--- src/hw/rtl/rsi_pkg.sv ---
package rsi_pkg;

   // fixed field widths
   localparam int COORD_W    = 32;
   localparam int RSQ_W      = 48;
   localparam int REQ_DATA_W = 6 * COORD_W;
   localparam int RSP_DATA_W = 40;
   localparam int CSR_IDX_W  = 2;
   localparam int CSR_DATA_W = 48;

   // limb width of the split multipliers
   localparam int MUL_LIMB_W = 24;

   // register indexes
   localparam logic [CSR_IDX_W-1:0] REG_CENTER_X       = 2'd0;
   localparam logic [CSR_IDX_W-1:0] REG_CENTER_Y       = 2'd1;
   localparam logic [CSR_IDX_W-1:0] REG_CENTER_Z       = 2'd2;
   localparam logic [CSR_IDX_W-1:0] REG_RADIUS_SQUARED = 2'd3;

   localparam logic [RSQ_W-1:0] RSQ_RESET = 48'd65536;

   // face codes
   localparam logic FACE_FRONT = 1'b0;
   localparam logic FACE_BACK  = 1'b1;

   // flags that ride along the divider
   typedef struct packed {
      logic hit;
      logic enclosed;
      logic neg;
      logic ovf;
   } div_flags_type;

endpackage

--- src/hw/rtl/rsi_mul.sv ---
module rsi_mul
   import rsi_pkg::*;
#(
   parameter int A_W    = 8,
   parameter int B_W    = 8,
   parameter int SIDE_W = 1
) (
   input  logic                 clock,
   input  logic                 reset,
   input  logic                 en,
   input  logic                 in_valid,
   input  logic [A_W-1:0]       a,
   input  logic [B_W-1:0]       b,
   input  logic [SIDE_W-1:0]    side_in,
   output logic                 out_valid,
   output logic [A_W+B_W-1:0]   prod,
   output logic [SIDE_W-1:0]    side_out
);

   localparam int L   = MUL_LIMB_W;
   localparam int NA  = (A_W + L - 1) / L;
   localparam int NB  = (B_W + L - 1) / L;
   localparam int AP  = NA * L;
   localparam int BP  = NB * L;
   localparam int PW  = A_W + B_W;
   localparam int RW  = L * (NB + 1);

   logic [AP-1:0]     a_pad;
   logic [BP-1:0]     b_pad;
   logic [2*L-1:0]    pp_ff [NA][NB];
   logic [RW-1:0]     row_in [NA];
   logic [RW-1:0]     row_ff [NA];
   logic [PW-1:0]     prod_in;
   logic [PW-1:0]     prod_ff;
   logic [2:0]        v_ff;
   logic [SIDE_W-1:0] side_ff [3];

   assign a_pad = AP'(a);
   assign b_pad = BP'(b);

   // row sums of the limb products
   always_comb begin
      for (int i = 0; i < NA; i++) begin
         row_in[i] = '0;
         for (int j = 0; j < NB; j++) begin
            row_in[i] = row_in[i] + (RW'(pp_ff[i][j]) << (L * j));
         end
      end
   end

   // rows to the full product
   always_comb begin
      prod_in = '0;
      for (int i = 0; i < NA; i++) begin
         prod_in = prod_in + (PW'(row_ff[i]) << (L * i));
      end
   end

   always_ff @(posedge clock) begin
      if (en) begin
         for (int i = 0; i < NA; i++) begin
            for (int j = 0; j < NB; j++) begin
               pp_ff[i][j] <= a_pad[i*L +: L] * b_pad[j*L +: L];
            end
            row_ff[i] <= row_in[i];
         end
         prod_ff    <= prod_in;
         side_ff[0] <= side_in;
         side_ff[1] <= side_ff[0];
         side_ff[2] <= side_ff[1];
      end
   end

   always_ff @(posedge clock) begin
      if (reset) begin
         v_ff <= '0;
      end else if (en) begin
         v_ff <= {v_ff[1:0], in_valid};
      end
   end

   assign out_valid = v_ff[2];
   assign prod      = prod_ff;
   assign side_out  = side_ff[2];

endmodule

--- config.mk ---
export PLATFORM = sky130hd
export DESIGN_NAME = rsi_mul
export DESIGN_NICKNAME = d
export VERILOG_FILES = /design/src/hw/rtl/rsi_pkg.sv /design/src/hw/rtl/rsi_mul.sv
export SDC_FILE = /design/constraint.sdc
export NUM_CORES = 1
export LEC_CHECK = 0
export BUFFER_PORTS_ARGS = -buffer_cell sky130_fd_sc_hd__buf_2
export CORE_UTILIZATION = 43
export DETAILED_ROUTE_END_ITERATION = 16
export SYNTH_ARGS = -nofsm -noshare
export SYNTH_HDL_FRONTEND = slang
export SYNTH_SLANG_ARGS = --single-unit
--- constraint.sdc ---
create_clock -name clock -period 11.4 [get_ports clock]
set_clock_uncertainty 0.2 [all_clocks]
set_input_delay 0 -clock clock [delete_from_list [all_inputs] [get_ports clock]]
set_output_delay 0 -clock clock [all_outputs]
set_load 0.05 [all_outputs]
==> flow_metrics.tcl, run 1 <==
set metrics [dict create \
    cp-end-kind "register" \
    synthXorXnorAreaFrac_pct 2.576 \
    clk_pin_slew_ns 0.09 \
    worstReg2RegStart "v_ff[0]" \
    synth_top_area_share_pct 40.95 \
    remaining_drc_errors 0 \
    arrival_ns 3.75 \
    finalCritPeriodShare_pct 34.21 \
    hpwl_um 4507 \
    leakagePower_nw 1.946 \
    hold_path_end "pp_ff[0][1]" \
    rrSetupSlack_ns 10.54 \
    portBuffers 38 \
    synthTopCellsByArea "edfxtp_1 (41%), fa_1 (19%), ha_1 (12%), and2_1 (7.9%), inv_1 (4.9%)" \
    setup_viol 0 \
    hold_viol 0 \
    critPathMaxFanout 8 \
    yosys.cell_count.top_type "edfxtp_1" \
    htreeDepth 2 \
    fillers 761 \
    die_area_um2 9074 \
    grt_setup_unrepaired "no" \
    status "complete, no violations" \
    first_global_vias 2227 \
    core_um2 8299 \
    ant_nets 0 \
    path_class "primary input to register" \
    hp-class "primary input to register" \
    root_buffer "clkbuf_8" \
    rows 33 \
    utilization_pct 50.90 \
    muxShareOfSynthArea_pct 0.8029 \
    ios 39 \
    cts_resized 0 \
    hold_depth 3 \
    hold_buffers 5 \
    synth_edf_count 51 \
    diodes 0 \
    maxSlewViolCount 0 \
    seq_area_frac_synth_pct 42.56 \
    synthCells 303 \
    yosys-top-cells-count "edfxtp_1 (51), inv_1 (49), and2_1 (47)" \
    synthAdderAreaFrac_pct 31.31 \
    worst_pin_slew_ns 1.136 \
    min_period_ns 3.899 \
    synth_flop_cell "edfxtp_1" \
    yosysWarnings 0 \
    drive_above_1_share_pct 14.41 \
    grt_pass1_wl_um 9860 \
    power.density_nw_per_um2 176.6 \
    vias_per_cell 4.763 \
    clkSinkCount 54 \
    synth-compound-area-share_pct 4.583 \
    syn-cell-area_um2 3740 \
    grt_max_degree 55 \
    cts_made_buffers 5 \
    gp_routability_congestion 0.8100 \
    fin_setup_tns_ns 0 \
    final_net_count 446 \
    initial_core_util_pct 45.06 \
    cap_viol_max_count 0 \
    cts_tree "yes" \
    via_count 2186 \
    post_cts_buffers 0 \
    totalWireLength_um 5699 \
    synthDistinctLibCells 31 \
    yosysTopAreaCell "edfxtp_1" \
    dieWidth_um 95.26 \
    cp-start-kind "primary input" \
    ys_seq_elements 54 \
    wire_per_inst_um 12.42 \
    r2r_cells 2 \
    cts_buffer_depth 2 \
    chipHeight_um 95.26 \
    hold_start "b[1]" \
    area_delta_synth_final_pct 12.95 \
    synth_nets 396 \
    async_flop_share_pct 0 \
    required_ns 11.26 \
    drt_iter0_markers 62 \
    synth_top_family_by_area "adder cells" \
    slew_headroom_pct 24.25 \
    drt_first_pass_iters 4 \
    ir_drop_mv 0.06007 \
    r2r_end "v_ff[0]" \
    clock_latency_ns 0.30 \
    grt_overflow 0 \
    track_usage_pct 14.17 \
    synth.avg_cell_area_um2 12.34 \
    max_freq_mhz 256.4 \
    antenna_found_initial 0 \
    synth-simple-area-share_pct 13.25 \
]
==> state kept, by name, summed over array words and instances, names as in the netlist <==
register / cells
pp_ff: 16
prod: 16
row_ff: 16
side_ff: 3
v_ff: 3
==> power breakdown <==
part | total (mW) | internal, mW | switching (mW) | leakage, nW
Combinational | 0.328 | 0.141 | 0.187 | 1.36
Sequential | 0.293 | 0.284 | 0.00878 | 0.523
Clock | 0.125 | 0.0658 | 0.0591 | 0.0585
==> kinds of logic (layout without fill, tap and decap cells) <==
group / Yosys count / in the layout
AOI/OAI and AO/OA: 23 / 23
xor gates and xnor gates: 11 / 11
adders and majority gates: 72 / 72
buffers and inverters: 49 / 100
DFF: 54 / 54
muxes: 3 / 3
and+or+nand+nor: 91 / 91
==> how the worst max path moves through the flow <==
stage                     startpoint      endpoint  slack, ns  cells past startpoint
after floorplan                 b[4]  pp_ff[0][11]       7.50                     15
after global placement          b[4]  pp_ff[0][11]       7.24                     16
after detailed placement        b[4]  pp_ff[0][11]       7.17                     16
after CTS                       b[4]  pp_ff[0][11]       7.50                     16
after global routing            b[4]  pp_ff[0][11]       7.25                     16
final                           b[4]  pp_ff[0][11]       7.50                     16
==> cells in the final DEF, fill, tap and decap left out, drive strengths merged, types with 2 or more instances in the layout <==
master	synthesis	layout
a21oi	5	5
buf	0	38
nor2b	2	2
edfxtp	51	51
a211o	3	3
o21a	4	4
mux2i	3	3
inv	49	50
o211ai	2	2
fa	36	36
and3	3	3
and2	48	48
nand2	23	23
dfxtp	3	3
clkbuf	0	5
ha	36	36
dlygate4sd3	0	5
nor3	2	2
o21ai	3	3
nor2	9	9
xor2	4	4
xnor2	7	7
==> layer usage <==
metal,global-route usage [%],share of wire (%),up-vias
li1,-,-,1097
met1,18.78,50,1041
met2,23.81,46,41
met3,2.153,3.1,7
met4,4.545,1.4,0
met5,0,0,-
==> stage by stage <==
| step | cells | setup WS, ns | area (um2) | total power [mW] | hold WS, ns |
|---|---|---|---|---|---|
| 3_5_place_dp | 446 | 7.169 | 4061 | 0.6263 | -0.01364 |
| 5_1_grt | 459 | 7.249 | 4224 | 0.8132 | 0.005422 |
| 6_report | 459 | 7.501 | 4224 | 0.7459 | 0.01276 |
| 3_3_place_gp | 446 | 7.241 | 4061 | 0.6229 | -0.004443 |
| 2_1_floorplan | 303 | 7.496 | 3740 | 0.5602 | -0.1276 |
| 4_1_cts | 459 | 7.502 | 4224 | 0.7553 | 0.008392 |
==> critical path, stage by stage <==
cell	delay, ns
buf_2	0.14
and2_1	0.18
fa_1	0.53
inv_1	0.05
fa_1	0.47
inv_1	0.05
fa_1	0.53
inv_1	0.06
fa_1	0.52
inv_1	0.04
ha_1	0.34
and2_4	0.17
a221oi_2	0.26
nand2_1	0.13
a31oi_1	0.21
xnor2_1	0.08
==> final cells by class <==
class	instances	area [um2]	area share [%]
multi-input combinational	200	1964	46.50
sequential	54	1592	37.68
timing repair buffer	43	240.2	5.687
inverter	49	183.9	4.354
tap	105	131.4	3.110
clock buffer	5	68.82	1.629
clock inverter	3	43.79	1.037
Note: power is estimated with default switching activity, not from simulation.
==> run 2, diff against run 1 <==
==> constraint.sdc (replaced) <==
create_clock -name clock -period 3.4 [get_ports clock]
set_clock_uncertainty 0.2 [all_clocks]
set_input_delay 0 -clock clock [delete_from_list [all_inputs] [get_ports clock]]
set_output_delay 0 -clock clock [all_outputs]
set_load 0.05 [all_outputs]
==> run 2 against run 1 <==
- the flow now finishes with violations (negative setup slack)
- combinational power rose to 4.5 times the previous value
- sequential cell count is the same
- clock power rose to 3.3 times the previous value
- worst hold slack improved by 0.088 ns
- total power rose to 3.9 times the previous value
- cell count grew 8.7%
- register-to-register slack got worse by 8.0 ns
- non-clock buffer count increased by 40
- critical endpoint is now pp_ff[0][15]
- largest cell class unchanged
- largest power group unchanged
- highest routed layer unchanged
==> flow_metrics.tcl, run 2 (synthesis results as in run 1) <==
set metrics [dict create \
    status "finished, violations left" \
    violations "negative setup slack" \
    setup_viol 6 \
    gp_routability_congestion 0.7950 \
    grt_overflow 0 \
    via_count 2309 \
    vias_per_cell 4.627 \
    hp-class "primary input to register" \
    layout_commonest_cell "edfxtp_1" \
    rows 33 \
    cts_made_buffers 5 \
    track_usage_pct 14.33 \
    post_cts_buffers 0 \
    diodes 0 \
    initial_core_util_pct 45.06 \
    maxSlewViolCount 0 \
    clkSinkCount 54 \
    slew_headroom_pct 25.21 \
    drive_above_1_share_pct 29.19 \
    wire_per_inst_um 11.47 \
    leakagePower_nw 2.163 \
    clock_latency_ns 0.29 \
    cp-start-kind "primary input" \
    die_area_um2 9074 \
    totalWireLength_um 5723 \
    ios 39 \
    grt_pass1_wl_um 10190 \
    remaining_drc_errors 0 \
    arrival_ns 3.45 \
    hold_ws_ns 0.1010 \
    hold_viol 0 \
    power_mw 2.876 \
    grt_setup_unrepaired "yes" \
    first_global_vias 2419 \
    worst_pin_slew_ns 1.122 \
    htreeDepth 2 \
    critPathMaxFanout 8 \
    antenna_found_initial 0 \
    cap_viol_max_count 0 \
    dieWidth_um 95.26 \
    portBuffers 38 \
    cts_tree "yes" \
    path_class "primary input to register" \
    final_cell_mix "edfxtp_1 (51), inv_1 (46), buf_4 (45)" \
    root_buffer "clkbuf_8" \
    drt_first_pass_iters 4 \
    finalCritPeriodShare_pct 103.3 \
    chipHeight_um 95.26 \
    cp-end-kind "register" \
    final_net_count 486 \
    stdcell_count 499 \
    required_ns 3.33 \
    ant_nets 0 \
    drt_iter0_markers 75 \
    cts_buffer_depth 2 \
    area_delta_synth_final_pct 25.36 \
    fin_ws_ns -0.1126 \
    ir_drop_mv 0.2555 \
    utilization_pct 56.49 \
    core_um2 8299 \
    dp_cells 486 \
    grt_max_degree 55 \
    max_freq_mhz 284.7 \
    min_period_ns 3.513 \
    clk_pin_slew_ns 0.09 \
    power.density_nw_per_um2 613.5 \
    hpwl_um 4763 \
]
## run 2: cell count changes in the layout (fill, tap and decap cells not counted), sizes merged
cell,change
clkbuf,+1
buf,+39
## run 2: path summary, 6_finish.rpt
path                 startpoint             to  slack, ns  depth (start not counted)
setup / recovery           b[7]   pp_ff[0][15]      -0.11                         13
hold / removal             b[1]    pp_ff[0][1]       0.10                          4
setup reg to reg  side_ff[0][0]  side_ff[0][1]       2.57                          0
hold reg to reg    pp_ff[0][12]  row_ff[0][12]       0.22                          0
## run 2: cell type report
cell class | instances | area, um2
fillers | 742 | 3611
multi-input cells | 200 | 2091
flip-flops and latches | 54 | 1592
repair buffers | 83 | 578.1
inverters | 49 | 183.9
well taps | 105 | 131.4
clock buffers | 5 | 68.82
clock inverters | 3 | 43.79
## run 2: per-layer routing
layer / wire, um / global-route usage (%) / vias to the layer above
li1: - / - / 1181
met1: 2680 / 17.64 / 1081
met2: 2824 / 26.37 / 42
met3: 165 / 1.914 / 5
met4: 53 / 3.409 / 0
met5: 0 / 0 / -
## run 2: metrics by stage
| step | TNS (ns) | cell area, um2 | setup slack [ns] |
|---|---|---|---|
| 2_1_floorplan | -1.146 | 3802 | -0.2475 |
| 3_3_place_gp | -3.654 | 4424 | -0.4736 |
| 3_5_place_dp | -3.874 | 4424 | -0.5320 |
| 4_1_cts | -0.6481 | 4643 | -0.1433 |
| 5_1_grt | -1.269 | 4688 | -0.2378 |
| 6_report | -0.4618 | 4688 | -0.1126 |
## run 2: what timing repair did
item                                    4_1_cts  5_1_grt
hold buffers                                  5        0
hold endpoints to repair                      5        0
gates resized for setup                      17       11
cloned                                        0        0
endpoints found under the setup margin        8        9
pin swaps                                     5       14
## run 2: report_power, final
part / total [mW] / internal (mW) / switching [mW]
Clock: 0.412 / 0.221 / 0.192
Combinational: 1.48 / 0.746 / 0.737
Sequential: 0.982 / 0.952 / 0.0293
## run 2: worst max-delay path, stage by stage
cell and delay (ns):
clkbuf_4 0.15, nand2_1 0.09, fa_1 0.46, fa_1 0.57
fa_1 0.46, fa_1 0.54, inv_1 0.06, ha_4 0.24
buf_4 0.14, a221oi_4 0.29, nand3_1 0.13, and3_1 0.17
a211oi_2 0.14
