**src/hw/rtl/rsi_sqrt.sv**
```systemverilog
module rsi_sqrt #(
   parameter int ROOT_W = 8,
   parameter int SIDE_W = 1
) (
   input  logic                  clock,
   input  logic                  reset,
   input  logic                  en,
   input  logic                  in_valid,
   input  logic [2*ROOT_W-1:0]   x,
   input  logic [SIDE_W-1:0]     side_in,
   output logic                  out_valid,
   output logic [ROOT_W-1:0]     root,
   output logic [SIDE_W-1:0]     side_out
);

   // one root bit per stage, restoring digit recurrence
   logic [ROOT_W:0]       rem_ff  [ROOT_W];
   logic [ROOT_W-1:0]     root_ff [ROOT_W];
   logic [2*ROOT_W-1:0]   x_ff    [ROOT_W];
   logic [SIDE_W-1:0]     side_ff [ROOT_W];
   logic [ROOT_W-1:0]     v_ff;

   for (genvar k = 0; k < ROOT_W; k++) begin : g_stage
      logic [ROOT_W:0]     rem_prev;
      logic [ROOT_W-1:0]   root_prev;
      logic [2*ROOT_W-1:0] x_prev;
      logic [SIDE_W-1:0]   side_prev;
      logic                v_prev;
      logic [ROOT_W+2:0]   rem2;
      logic [ROOT_W+2:0]   trial;
      logic                ge;

      if (k == 0) begin : g_first
         assign rem_prev  = '0;
         assign root_prev = '0;
         assign x_prev    = x;
         assign side_prev = side_in;
         assign v_prev    = in_valid;
      end else begin : g_next
         assign rem_prev  = rem_ff[k-1];
         assign root_prev = root_ff[k-1];
         assign x_prev    = x_ff[k-1];
         assign side_prev = side_ff[k-1];
         assign v_prev    = v_ff[k-1];
      end

      assign rem2  = {rem_prev, x_prev[2*ROOT_W-1 -: 2]};
      assign trial = {1'b0, root_prev, 2'b01};
      assign ge    = (rem2 >= trial);

      always_ff @(posedge clock) begin
         if (en) begin
            rem_ff[k]  <= ge ? (ROOT_W+1)'(rem2 - trial) : (ROOT_W+1)'(rem2);
            root_ff[k] <= {root_prev[ROOT_W-2:0], ge};
            x_ff[k]    <= x_prev << 2;
            side_ff[k] <= side_prev;
         end
      end

      always_ff @(posedge clock) begin
         if (reset) begin
            v_ff[k] <= 1'b0;
         end else if (en) begin
            v_ff[k] <= v_prev;
         end
      end
   end

   assign out_valid = v_ff[ROOT_W-1];
   assign root      = root_ff[ROOT_W-1];
   assign side_out  = side_ff[ROOT_W-1];

endmodule
```
**config.mk**
```make
export PLATFORM = sky130hd
export DESIGN_NAME = rsi_sqrt
export DESIGN_NICKNAME = d
export VERILOG_FILES = /design/src/hw/rtl/rsi_sqrt.sv
export SDC_FILE = /design/constraint.sdc
export NUM_CORES = 1
export LEC_CHECK = 0
export BUFFER_PORTS_ARGS = -buffer_cell sky130_fd_sc_hd__buf_2
export CAP_MARGIN = 40
export CORE_ASPECT_RATIO = 0.8
export CORE_MARGIN = 3
export CORE_UTILIZATION = 50
export CTS_CLUSTER_SIZE = 8
export DETAILED_ROUTE_END_ITERATION = 8
export PLACE_DENSITY = 0.67
export SETUP_SLACK_MARGIN = 0.5
export SYNTH_ARGS = -nofsm -noshare
export SYNTH_HDL_FRONTEND = slang
export SYNTH_SLANG_ARGS = --single-unit
```
**constraint.sdc**
```tcl
create_clock -name clock -period 4 [get_ports clock]
set_input_delay 1.2 -clock clock [delete_from_list [all_inputs] [get_ports clock]]
set_output_delay 1.2 -clock clock [all_outputs]
set_load 0.02 [all_outputs]
```
==> results.cfg, run 1 <==
[status]
status = complete, no violations

[clocking]
cts_buffer_depth = 2
cts_max_level = 4
cts_root_buf = clkbuf_16
clock_sinks = 165
hold_buffers = 0
cts_buffers = 17
clk_pin_slew_ns = 0.06
post_cts_buffers = 0
cts_tree = yes
cts_resized = 0
clkLatencyLatePin_ns = 0.42

[die]
dieArea_um2 = 16000
core-area_um2 = 13900
initial_core_util_pct = 52.2
chipWidth_um = 141
rows = 38
die_h_um = 114
ios = 31

[yosys]
synth_cell_types = 47
synthXorXnorAreaFrac_pct = 3.02
syn_nets = 588
syn_avg_cell_area_um2 = 13.8
netlist_instances = 526
synth-edff-count = 157
synth_seq_area_share_pct = 67.3
synthMuxAreaShare_pct = 2.56
synth_top_family_by_area = compound AO/OA/AOI/OAI gates
syn_area_um2 = 7240
yosys_warnings = 0
ys_async_sr_fraction_pct = 0
synth-adder-area-share_pct = 7.08
synth_seq_cells = 165
synthSimpleGateAreaFrac_pct = 8.17
synth_compound_area_share_pct = 8.57
synth-main-ff-cell = edfxtp_1

[timing]
finalHoldViolCount = 0
slew_headroom_pct = 48.5
fmax_mhz = 399
rsz0062_at_grt = no
fin_crit_ns = 2.51
drv_slew = 0
finalCritPeriodShare_pct = 62.7
worst_hold_slack_ns = 0.419
finalSetupViolations = 0
worst_slew_pin_slew_ns = 0.768
tns_ns = 0
worst_slack_ns = 1.49
fin_worst_skew_ns = 0.0160

[place]
detailed_place.area_um2 = 7630
post-dp-hpwl_mm = 8.04
pre_cts_ws_ns = 1.45
port_buffers = 30
gp_congestion = 0.855

[pwr]
p_per_area_nw_per_um2 = 529
p_leak_nw = 3.18
vdd_drop_max_mv = 0.314

[detailed_routing]
routed_wl_mm = 11.7
drt_iter0_drc = 322
vias = 4090
post_drt_wl_per_cell_um = 15.3
dr.pass1.iters = 4
drc = 0
postRouteAntennaNets = 0
viasPerCell = 5.35

[layout]
fin_nets = 634
area_growth_pct = 14.0
fin_area_um2 = 8260
antennaDiodeCount = 0
fillers = 1084
drive_gt1_share_pct = 12.1

[grt]
grt_overflow_total = 0
grt_pass1_wl_mm = 19.1
grt.total_usage_pct = 15.2
antenna_found_initial = 0
grt_pass1_vias = 4070
grt_max_degree = 68

[worst_setup_path]
cp-start-kind = register
path_max_fanout = 13
crit_path_end_kind = register
worstPathRequired_ns = 4.18
arrival_ns = 2.69
worstSetupPathType = register to register

[worst_hold_path]
hp-class = register to register

[job]
cap_viol_max_count = 0
[cell usage in the layout (no fill, tap or decap), types with 4 or more instances in the layout]
cell type	n
a211oi_1	9
a21o_1	4
a21oi_1	15
and2_1	5
buf_2	29
clkbuf_16	17
clkbuf_8	4
dfxtp_1	8
edfxtp_1	157
ha_1	41
inv_1	54
mux2_2	4
mux2i_1	14
nand2_1	31
nand2b_1	10
nor2_1	34
nor2b_1	5
nor3_1	12
o21a_1	10
o21ai_0	36
o31ai_1	8
or4_1	6
xnor2_1	13
xor2_1	12
[power breakdown]
part	internal [mW]	total [mW]	switching (mW)	leakage (nW)
Combinational	0.208	0.488	0.280	1.31
Sequential	2.09	2.17	0.0815	1.57
Clock	1.06	1.70	0.645	0.305
Total	3.36	4.37	1.01	3.18
[sequential cells by signal, summed over array words and instances, names as in the netlist]
signal / flops
g_stage.v_prev: 7
root_ff: 36
x_ff: 56
rem_ff: 57
side_ff: 8
out_valid: 1
[layer usage]
metal	share of wire [%]	track usage, %	vias up
met5	0	0	-
met1	45	19.2	1968
met4	0.98	5.10	0
met3	4.2	5.62	12
met2	49	24.7	76
li1	-	-	2034
[cells by family after synthesis]
family	Yosys count
adder cells (fa/ha/maj)	41
AO/OA/AOI/OAI	96
AND/OR/NAND/NOR	120
other	1
buffers and inverters	60
multiplexers	18
XOR/XNOR	25
flip-flops	165
[area by class of cell]
| cell class | instances | area (um^2) | share of cell area [%] |
|---|---|---|---|
| flip-flops and latches | 165 | 4870 | 59.0 |
| clock buffers | 23 | 488 | 5.91 |
| multi-input cells | 301 | 2130 | 25.8 |
| well taps | 180 | 225 | 2.73 |
| inverters | 54 | 203 | 2.45 |
| clock inverters | 9 | 141 | 1.71 |
| repair buffers | 33 | 191 | 2.32 |
[stage by stage]
stage	util (%)	cells	power, mW
after floorplan	-	526	2.53
after global placement	54.9	733	2.67
after detailed placement	54.9	733	2.70
after CTS	59.5	765	4.41
after global routing	59.5	765	4.55
final	59.5	765	4.37
[cells in the mapped netlist (2+ instances only)]
master	number	share of area, %
xor2_1	12	1.5
nand3_1	3	0.21
o21ai_0	36	2.5
a21oi_1	15	1.0
a21boi_0	2	0.21
buf_2	2	0.14
buf_4	2	0.21
nor4_1	3	0.26
ha_1	41	7.1
nor3_1	12	0.83
mux2i_1	14	1.9
or4_1	6	0.62
xnor2_1	13	1.6
nand2b_1	10	0.86
a211oi_1	9	0.93
or2_2	2	0.17
a41oi_1	2	0.24
nor2_1	34	1.8
o31ai_1	8	0.83
mux2_2	4	0.62
edfxtp_1	157	65
inv_1	54	2.8
nand2_1	31	1.6
dfxtp_1	8	2.2
o21a_1	10	1.0
nand4_1	3	0.26
a21o_1	4	0.41
nor2b_1	5	0.43
o211ai_1	2	0.21
and2_1	5	0.43
[critical path, cell delays in order (launching register included)]
cell       delay [ns]
edfxtp_1         0.40
ha_1             0.39
nor2_1           0.15
o31ai_1          0.18
a2111oi_4        0.79
nor2_1           0.08
mux2_2           0.28
[path summary, 6_finish.rpt]
kind | start | to | slack (ns) | depth (start not counted)
setup reg to reg | rem_ff[0][27] | rem_ff[1][6] | 1.49 | 6
setup / recovery | rem_ff[0][27] | rem_ff[1][6] | 1.49 | 6
hold / removal | x_ff[0][10] | x_ff[1][12] | 0.42 | 0
hold reg to reg | x_ff[0][10] | x_ff[1][12] | 0.42 | 0
Power figures use the tool's default switching activity.
==> inputs of run 2 (changes only) <==
--- a/config.mk
+++ b/config.mk
@@ -12,7 +12,7 @@
 export CORE_UTILIZATION = 50
 export CTS_CLUSTER_SIZE = 8
 export DETAILED_ROUTE_END_ITERATION = 8
-export PLACE_DENSITY = 0.67
+export PLACE_DENSITY = 0.69
 export SETUP_SLACK_MARGIN = 0.5
 export SYNTH_ARGS = -nofsm -noshare
 export SYNTH_HDL_FRONTEND = slang
==> constraint.sdc (replaced) <==
create_clock -name clock -period 2.3 [get_ports clock]
set_input_delay 0.69 -clock clock [delete_from_list [all_inputs] [get_ports clock]]
set_output_delay 0.69 -clock clock [all_outputs]
set_load 0.02 [all_outputs]
==> results.cfg, run 2 (same netlist as run 1, synthesis figures left out) <==
[clocking]
clock_sinks = 165
clkLatencyLatePin_ns = 0.42
cts_buffers = 17
hold_buffers = 0
cts_max_level = 4
cts_root_buf = clkbuf_16
cts_tree = yes
cts_buffer_depth = 2
clk_pin_slew_ns = 0.07

[place]
detailed_place.area_um2 = 7860
gp_congestion = 0.864
post-dp-hpwl_mm = 7.71
place_inst = 736
port_buffers = 30
pre_cts_ws_ns = 0.190

[layout]
fin_area_um2 = 9610
final_cell_mix = edfxtp_1, buf_4, inv_1, buf_2, nor2_1
layout_commonest_cell = edfxtp_1
largest-register = rem_ff
largestRegisters = rem_ff x57, x_ff x56, root_ff x36
fin_nets = 702
final-instance-count-excl-fill = 833
area_growth_pct = 32.7
antennaDiodeCount = 0
largest_reg_flops = 57
drive_gt1_share_pct = 38.9

[grt]
grtUsageMet3_pct = 5.03
grtUsageMet1_pct = 20.9
grt_pass1_vias = 4337
grt_overflow_total = 0
grt.total_usage_pct = 16.2
grt-busiest-layer = met2
grt_pass1_wl_mm = 20.4
use_met2_pct = 26.4
antenna_found_initial = 0
grt_max_degree = 48

[timing]
finalSetupViolations = 0
fin_crit_ns = 1.99
worst_slack_ns = 0.314
drv_slew = 0
rsz0062_at_grt = yes
tns_ns = 0
finalHoldViolCount = 0
fmax_mhz = 503
finalCritPeriodShare_pct = 86.4
worst_hold_slack_ns = 0.418
fin_worst_skew_ns = 0.00812

[worst_setup_path]
crit_path_end_kind = register
cp-start-kind = register
worstSetupPathType = register to register
path_max_fanout = 7
worstPathRequired_ns = 2.47
arrival_ns = 2.15

[detailed_routing]
postRouteAntennaNets = 0
drc = 0
dr.pass1.iters = 4
viasPerCell = 5.35
drt_iter0_drc = 379
post_drt_wl_per_cell_um = 16.8
routed_wl_mm = 14.0
vias = 4456

[die]
rows = 38
core-area_um2 = 13900
initial_core_util_pct = 52.2
dieArea_um2 = 16000
die_h_um = 114
ios = 31
chipWidth_um = 141

[pwr]
p_leak_nw = 3.66
p_per_area_nw_per_um2 = 821
vdd_drop_max_mv = 0.698

[worst_hold_path]
hp-class = register to register

[status]
status = complete, no violations

[job]
cap_viol_max_count = 0
[run 2: cell count changes in the layout (fill, tap and decap cells not counted), moves of 7 or more]
cell and change:
buf_4 +52, o21ai_0 -26, ha_1 -21, ha_4 +20, o21ai_2 +19, nand2_1 -12, inv_1 -10, inv_2 +9
nor2_1 -9, nor3_1 -8, nor2_2 +7, o31ai_1 -7
[run 2: metrics by stage]
step                utilization (%)  power (mW)
floorplan                         -        4.47
global placement               56.6        4.71
detailed placement             56.6        4.76
CTS                            65.3        7.61
global route                   69.2        8.23
finish                         69.2        7.89
[run 2: where the power goes]
group / leakage (nW) / internal [mW] / switching (mW) / total [mW]
Sequential: 1.57 / 3.64 / 0.164 / 3.80
Combinational: 1.83 / 0.734 / 0.735 / 1.47
Clock: 0.262 / 1.45 / 1.17 / 2.62
Total: 3.66 / 5.83 / 2.07 / 7.89
[run 2: cell type report]
class | count | area, um^2
Sequential cell | 165 | 4870
Fill cell | 907 | 4270
Multi-Input combinational cell | 302 | 2930
Timing Repair Buffer | 100 | 827
Clock buffer | 20 | 457
Tap cell | 180 | 225
Inverter | 54 | 205
Clock inverter | 12 | 92.6
[run 2: repair_timing]
action / in CTS / in global routing
endpoints found under the setup margin: 54 / 53
resized for setup: 72 / 89
buffers inserted: 33 / 29
cloned: 2 / 1
pin swaps: 32 / 45
[run 2: path summary, 6_finish.rpt]
path | startpoint | end | slack (ns) | depth (start not counted)
worst min-delay path | x_ff[5][11] | x_ff[6][13] | 0.42 | 0
worst max register to register | rem_ff[1][11] | rem_ff[1][22] | 0.31 | 6
worst max-delay path | rem_ff[1][11] | rem_ff[1][22] | 0.31 | 6
worst min register to register | x_ff[5][11] | x_ff[6][13] | 0.42 | 0
[run 2: routing by layer]
layer / up-vias / wire length (um) / share of wire (%)
li1: 2169 / - / -
met1: 2178 / 6030 / 43
met2: 91 / 7180 / 51
met3: 18 / 569 / 4.1
met4: 0 / 185 / 1.3
met5: - / 0 / 0
[run 2: critical path, cell delays in order (launching register included)]
cell      delay, ns
edfxtp_1       0.46
ha_4           0.33
o211ai_1       0.15
o211a_1        0.31
o21a_4         0.31
nand2_2        0.11
o31ai_4        0.06
==> inputs of run 3 (changes only) <==
--- a/config.mk
+++ b/config.mk
@@ -7,13 +7,15 @@
 export LEC_CHECK = 0
 export BUFFER_PORTS_ARGS = -buffer_cell sky130_fd_sc_hd__buf_2
 export CAP_MARGIN = 40
+export CELL_PAD_IN_SITES_DETAIL_PLACEMENT = 0
+export CELL_PAD_IN_SITES_GLOBAL_PLACEMENT = 1
 export CORE_ASPECT_RATIO = 0.8
 export CORE_MARGIN = 3
-export CORE_UTILIZATION = 50
-export CTS_CLUSTER_SIZE = 8
+export CORE_UTILIZATION = 46
 export DETAILED_ROUTE_END_ITERATION = 8
-export PLACE_DENSITY = 0.69
+export PLACE_DENSITY_LB_ADDON = 0.1
 export SETUP_SLACK_MARGIN = 0.5
+export SLEW_MARGIN = 10
 export SYNTH_ARGS = -nofsm -noshare
 export SYNTH_HDL_FRONTEND = slang
 export SYNTH_SLANG_ARGS = --single-unit
==> results.cfg, run 3 (same netlist as run 1, synthesis figures left out) <==
[grt]
antenna_found_initial = 0
grt_pass1_wl_mm = 21.6
grt.total_usage_pct = 15.5
grt_max_degree = 46
grt_overflow_total = 0
grt_pass1_vias = 4344

[timing]
fmax_mhz = 496
drv_slew = 0
rsz0062_at_grt = yes
finalSetupViolations = 0
finalCritPeriodShare_pct = 87.7
finalHoldViolCount = 0
tns_ns = 0
fin_crit_ns = 2.02
fin_worst_skew_ns = 0.00671

[layout]
final_cell_mix = edfxtp_1, buf_4, inv_1, buf_2, nor2_1
antennaDiodeCount = 0
final-instance-count-excl-fill = 874
largestRegisters = rem_ff x57, x_ff x56, root_ff x36
final_core_util_pct = 63.4
drive_gt1_share_pct = 38.9
area_growth_pct = 33.1
largest_reg_flops = 57
fin_nets = 713
fin_area_um2 = 9640
layout_commonest_cell = edfxtp_1
largest-register = rem_ff

[worst_setup_path]
worstSetupPathType = register to register
cp-start-kind = register
path_max_fanout = 4
crit_slowest_cell = edfxtp_1
cp_top_family = compound AO/OA/AOI/OAI gates
crit_path_end_kind = register
crit_chain = inv_2, ha_4, a21oi_4, o31ai_4, a2111oi_4, buf_4, nor2_2, mux2_4
worstPathRequired_ns = 2.47
arrival_ns = 2.19
cpPeakStageDelay_ns = 0.40
crit_buf_inv = 2

[detailed_routing]
drt_iter0_drc = 209
postRouteAntennaNets = 0
routed_wl_mm = 13.3
drc = 0
dr.pass1.iters = 4
vias = 4416
viasPerCell = 5.05
post_drt_wl_per_cell_um = 15.2

[die]
chipWidth_um = 146
dieArea_um2 = 17300
core-area_um2 = 15200
initial_core_util_pct = 47.6
rows = 40
ios = 31
die_h_um = 118

[worst_hold_path]
hp-class = register to register

[clocking]
clk_pin_slew_ns = 0.07
hold_buffers = 0
clkLatencyLatePin_ns = 0.42
cts_buffer_depth = 2
cts_root_buf = clkbuf_16
cts_tree = yes
clock_sinks = 165
cts_max_level = 4
cts_buffers = 17

[pwr]
vdd_drop_max_mv = 0.517
p_total_mw = 8.00
p_leak_nw = 3.69
p_per_area_nw_per_um2 = 829

[status]
status = complete, no violations

[job]
cap_viol_max_count = 0

[place]
detailed_place.area_um2 = 7910
gp_congestion = 0.837
port_buffers = 30
post-dp-hpwl_mm = 8.18
place_inst = 770
[run 3: final timing paths]
kind                  startpoint            to  slack [ns]  depth (start not counted)
hold / removal        x_ff[1][7]    x_ff[2][9]        0.42                          0
setup reg to reg  root_ff[0][26]  rem_ff[1][8]        0.28                          8
setup / recovery  root_ff[0][26]  rem_ff[1][8]        0.28                          8
hold reg to reg       x_ff[1][7]    x_ff[2][9]        0.42                          0
[run 3: metrics by stage]
stage | worst slack, ns | hold WS (ns)
floorplan | 0.453 | 0.400
global placement | 0.196 | 0.401
detailed placement | 0.153 | 0.405
CTS | 0.331 | 0.421
global route | 0.217 | 0.416
finish | 0.284 | 0.420
[run 3: routing by layer]
| metal | part of all wire [%] | vias up | wire (um) | track usage (%) |
|---|---|---|---|---|
| li1 | - | 2191 | - | - |
| met5 | 0 | - | 0 | 0 |
| met2 | 46 | 71 | 6080 | 23.1 |
| met4 | 1.6 | 0 | 214 | 5.05 |
| met3 | 3.3 | 22 | 439 | 4.10 |
| met1 | 49 | 2132 | 6550 | 22.4 |
[run 3: area by class of cell]
cell class | count | area (um^2)
inverters | 54 | 208
flip-flops and latches | 165 | 4870
clock buffers | 19 | 464
multi-input cells | 301 | 2830
well taps | 210 | 263
repair buffers | 112 | 880
clock inverters | 13 | 128
fillers | 1174 | 5570
[run 3: what timing repair did]
item,CTS,global route
resized for setup,79,63
endpoints found under the setup margin,54,53
pin swaps,30,30
setup buffers,45,25
cloned,2,0
[run 3: power breakdown]
group	internal, mW	switching (mW)	total (mW)	leakage, nW
sequential	3.64	0.156	3.79	1.57
combinational	0.729	0.688	1.42	1.83
clock	1.53	1.25	2.78	0.288
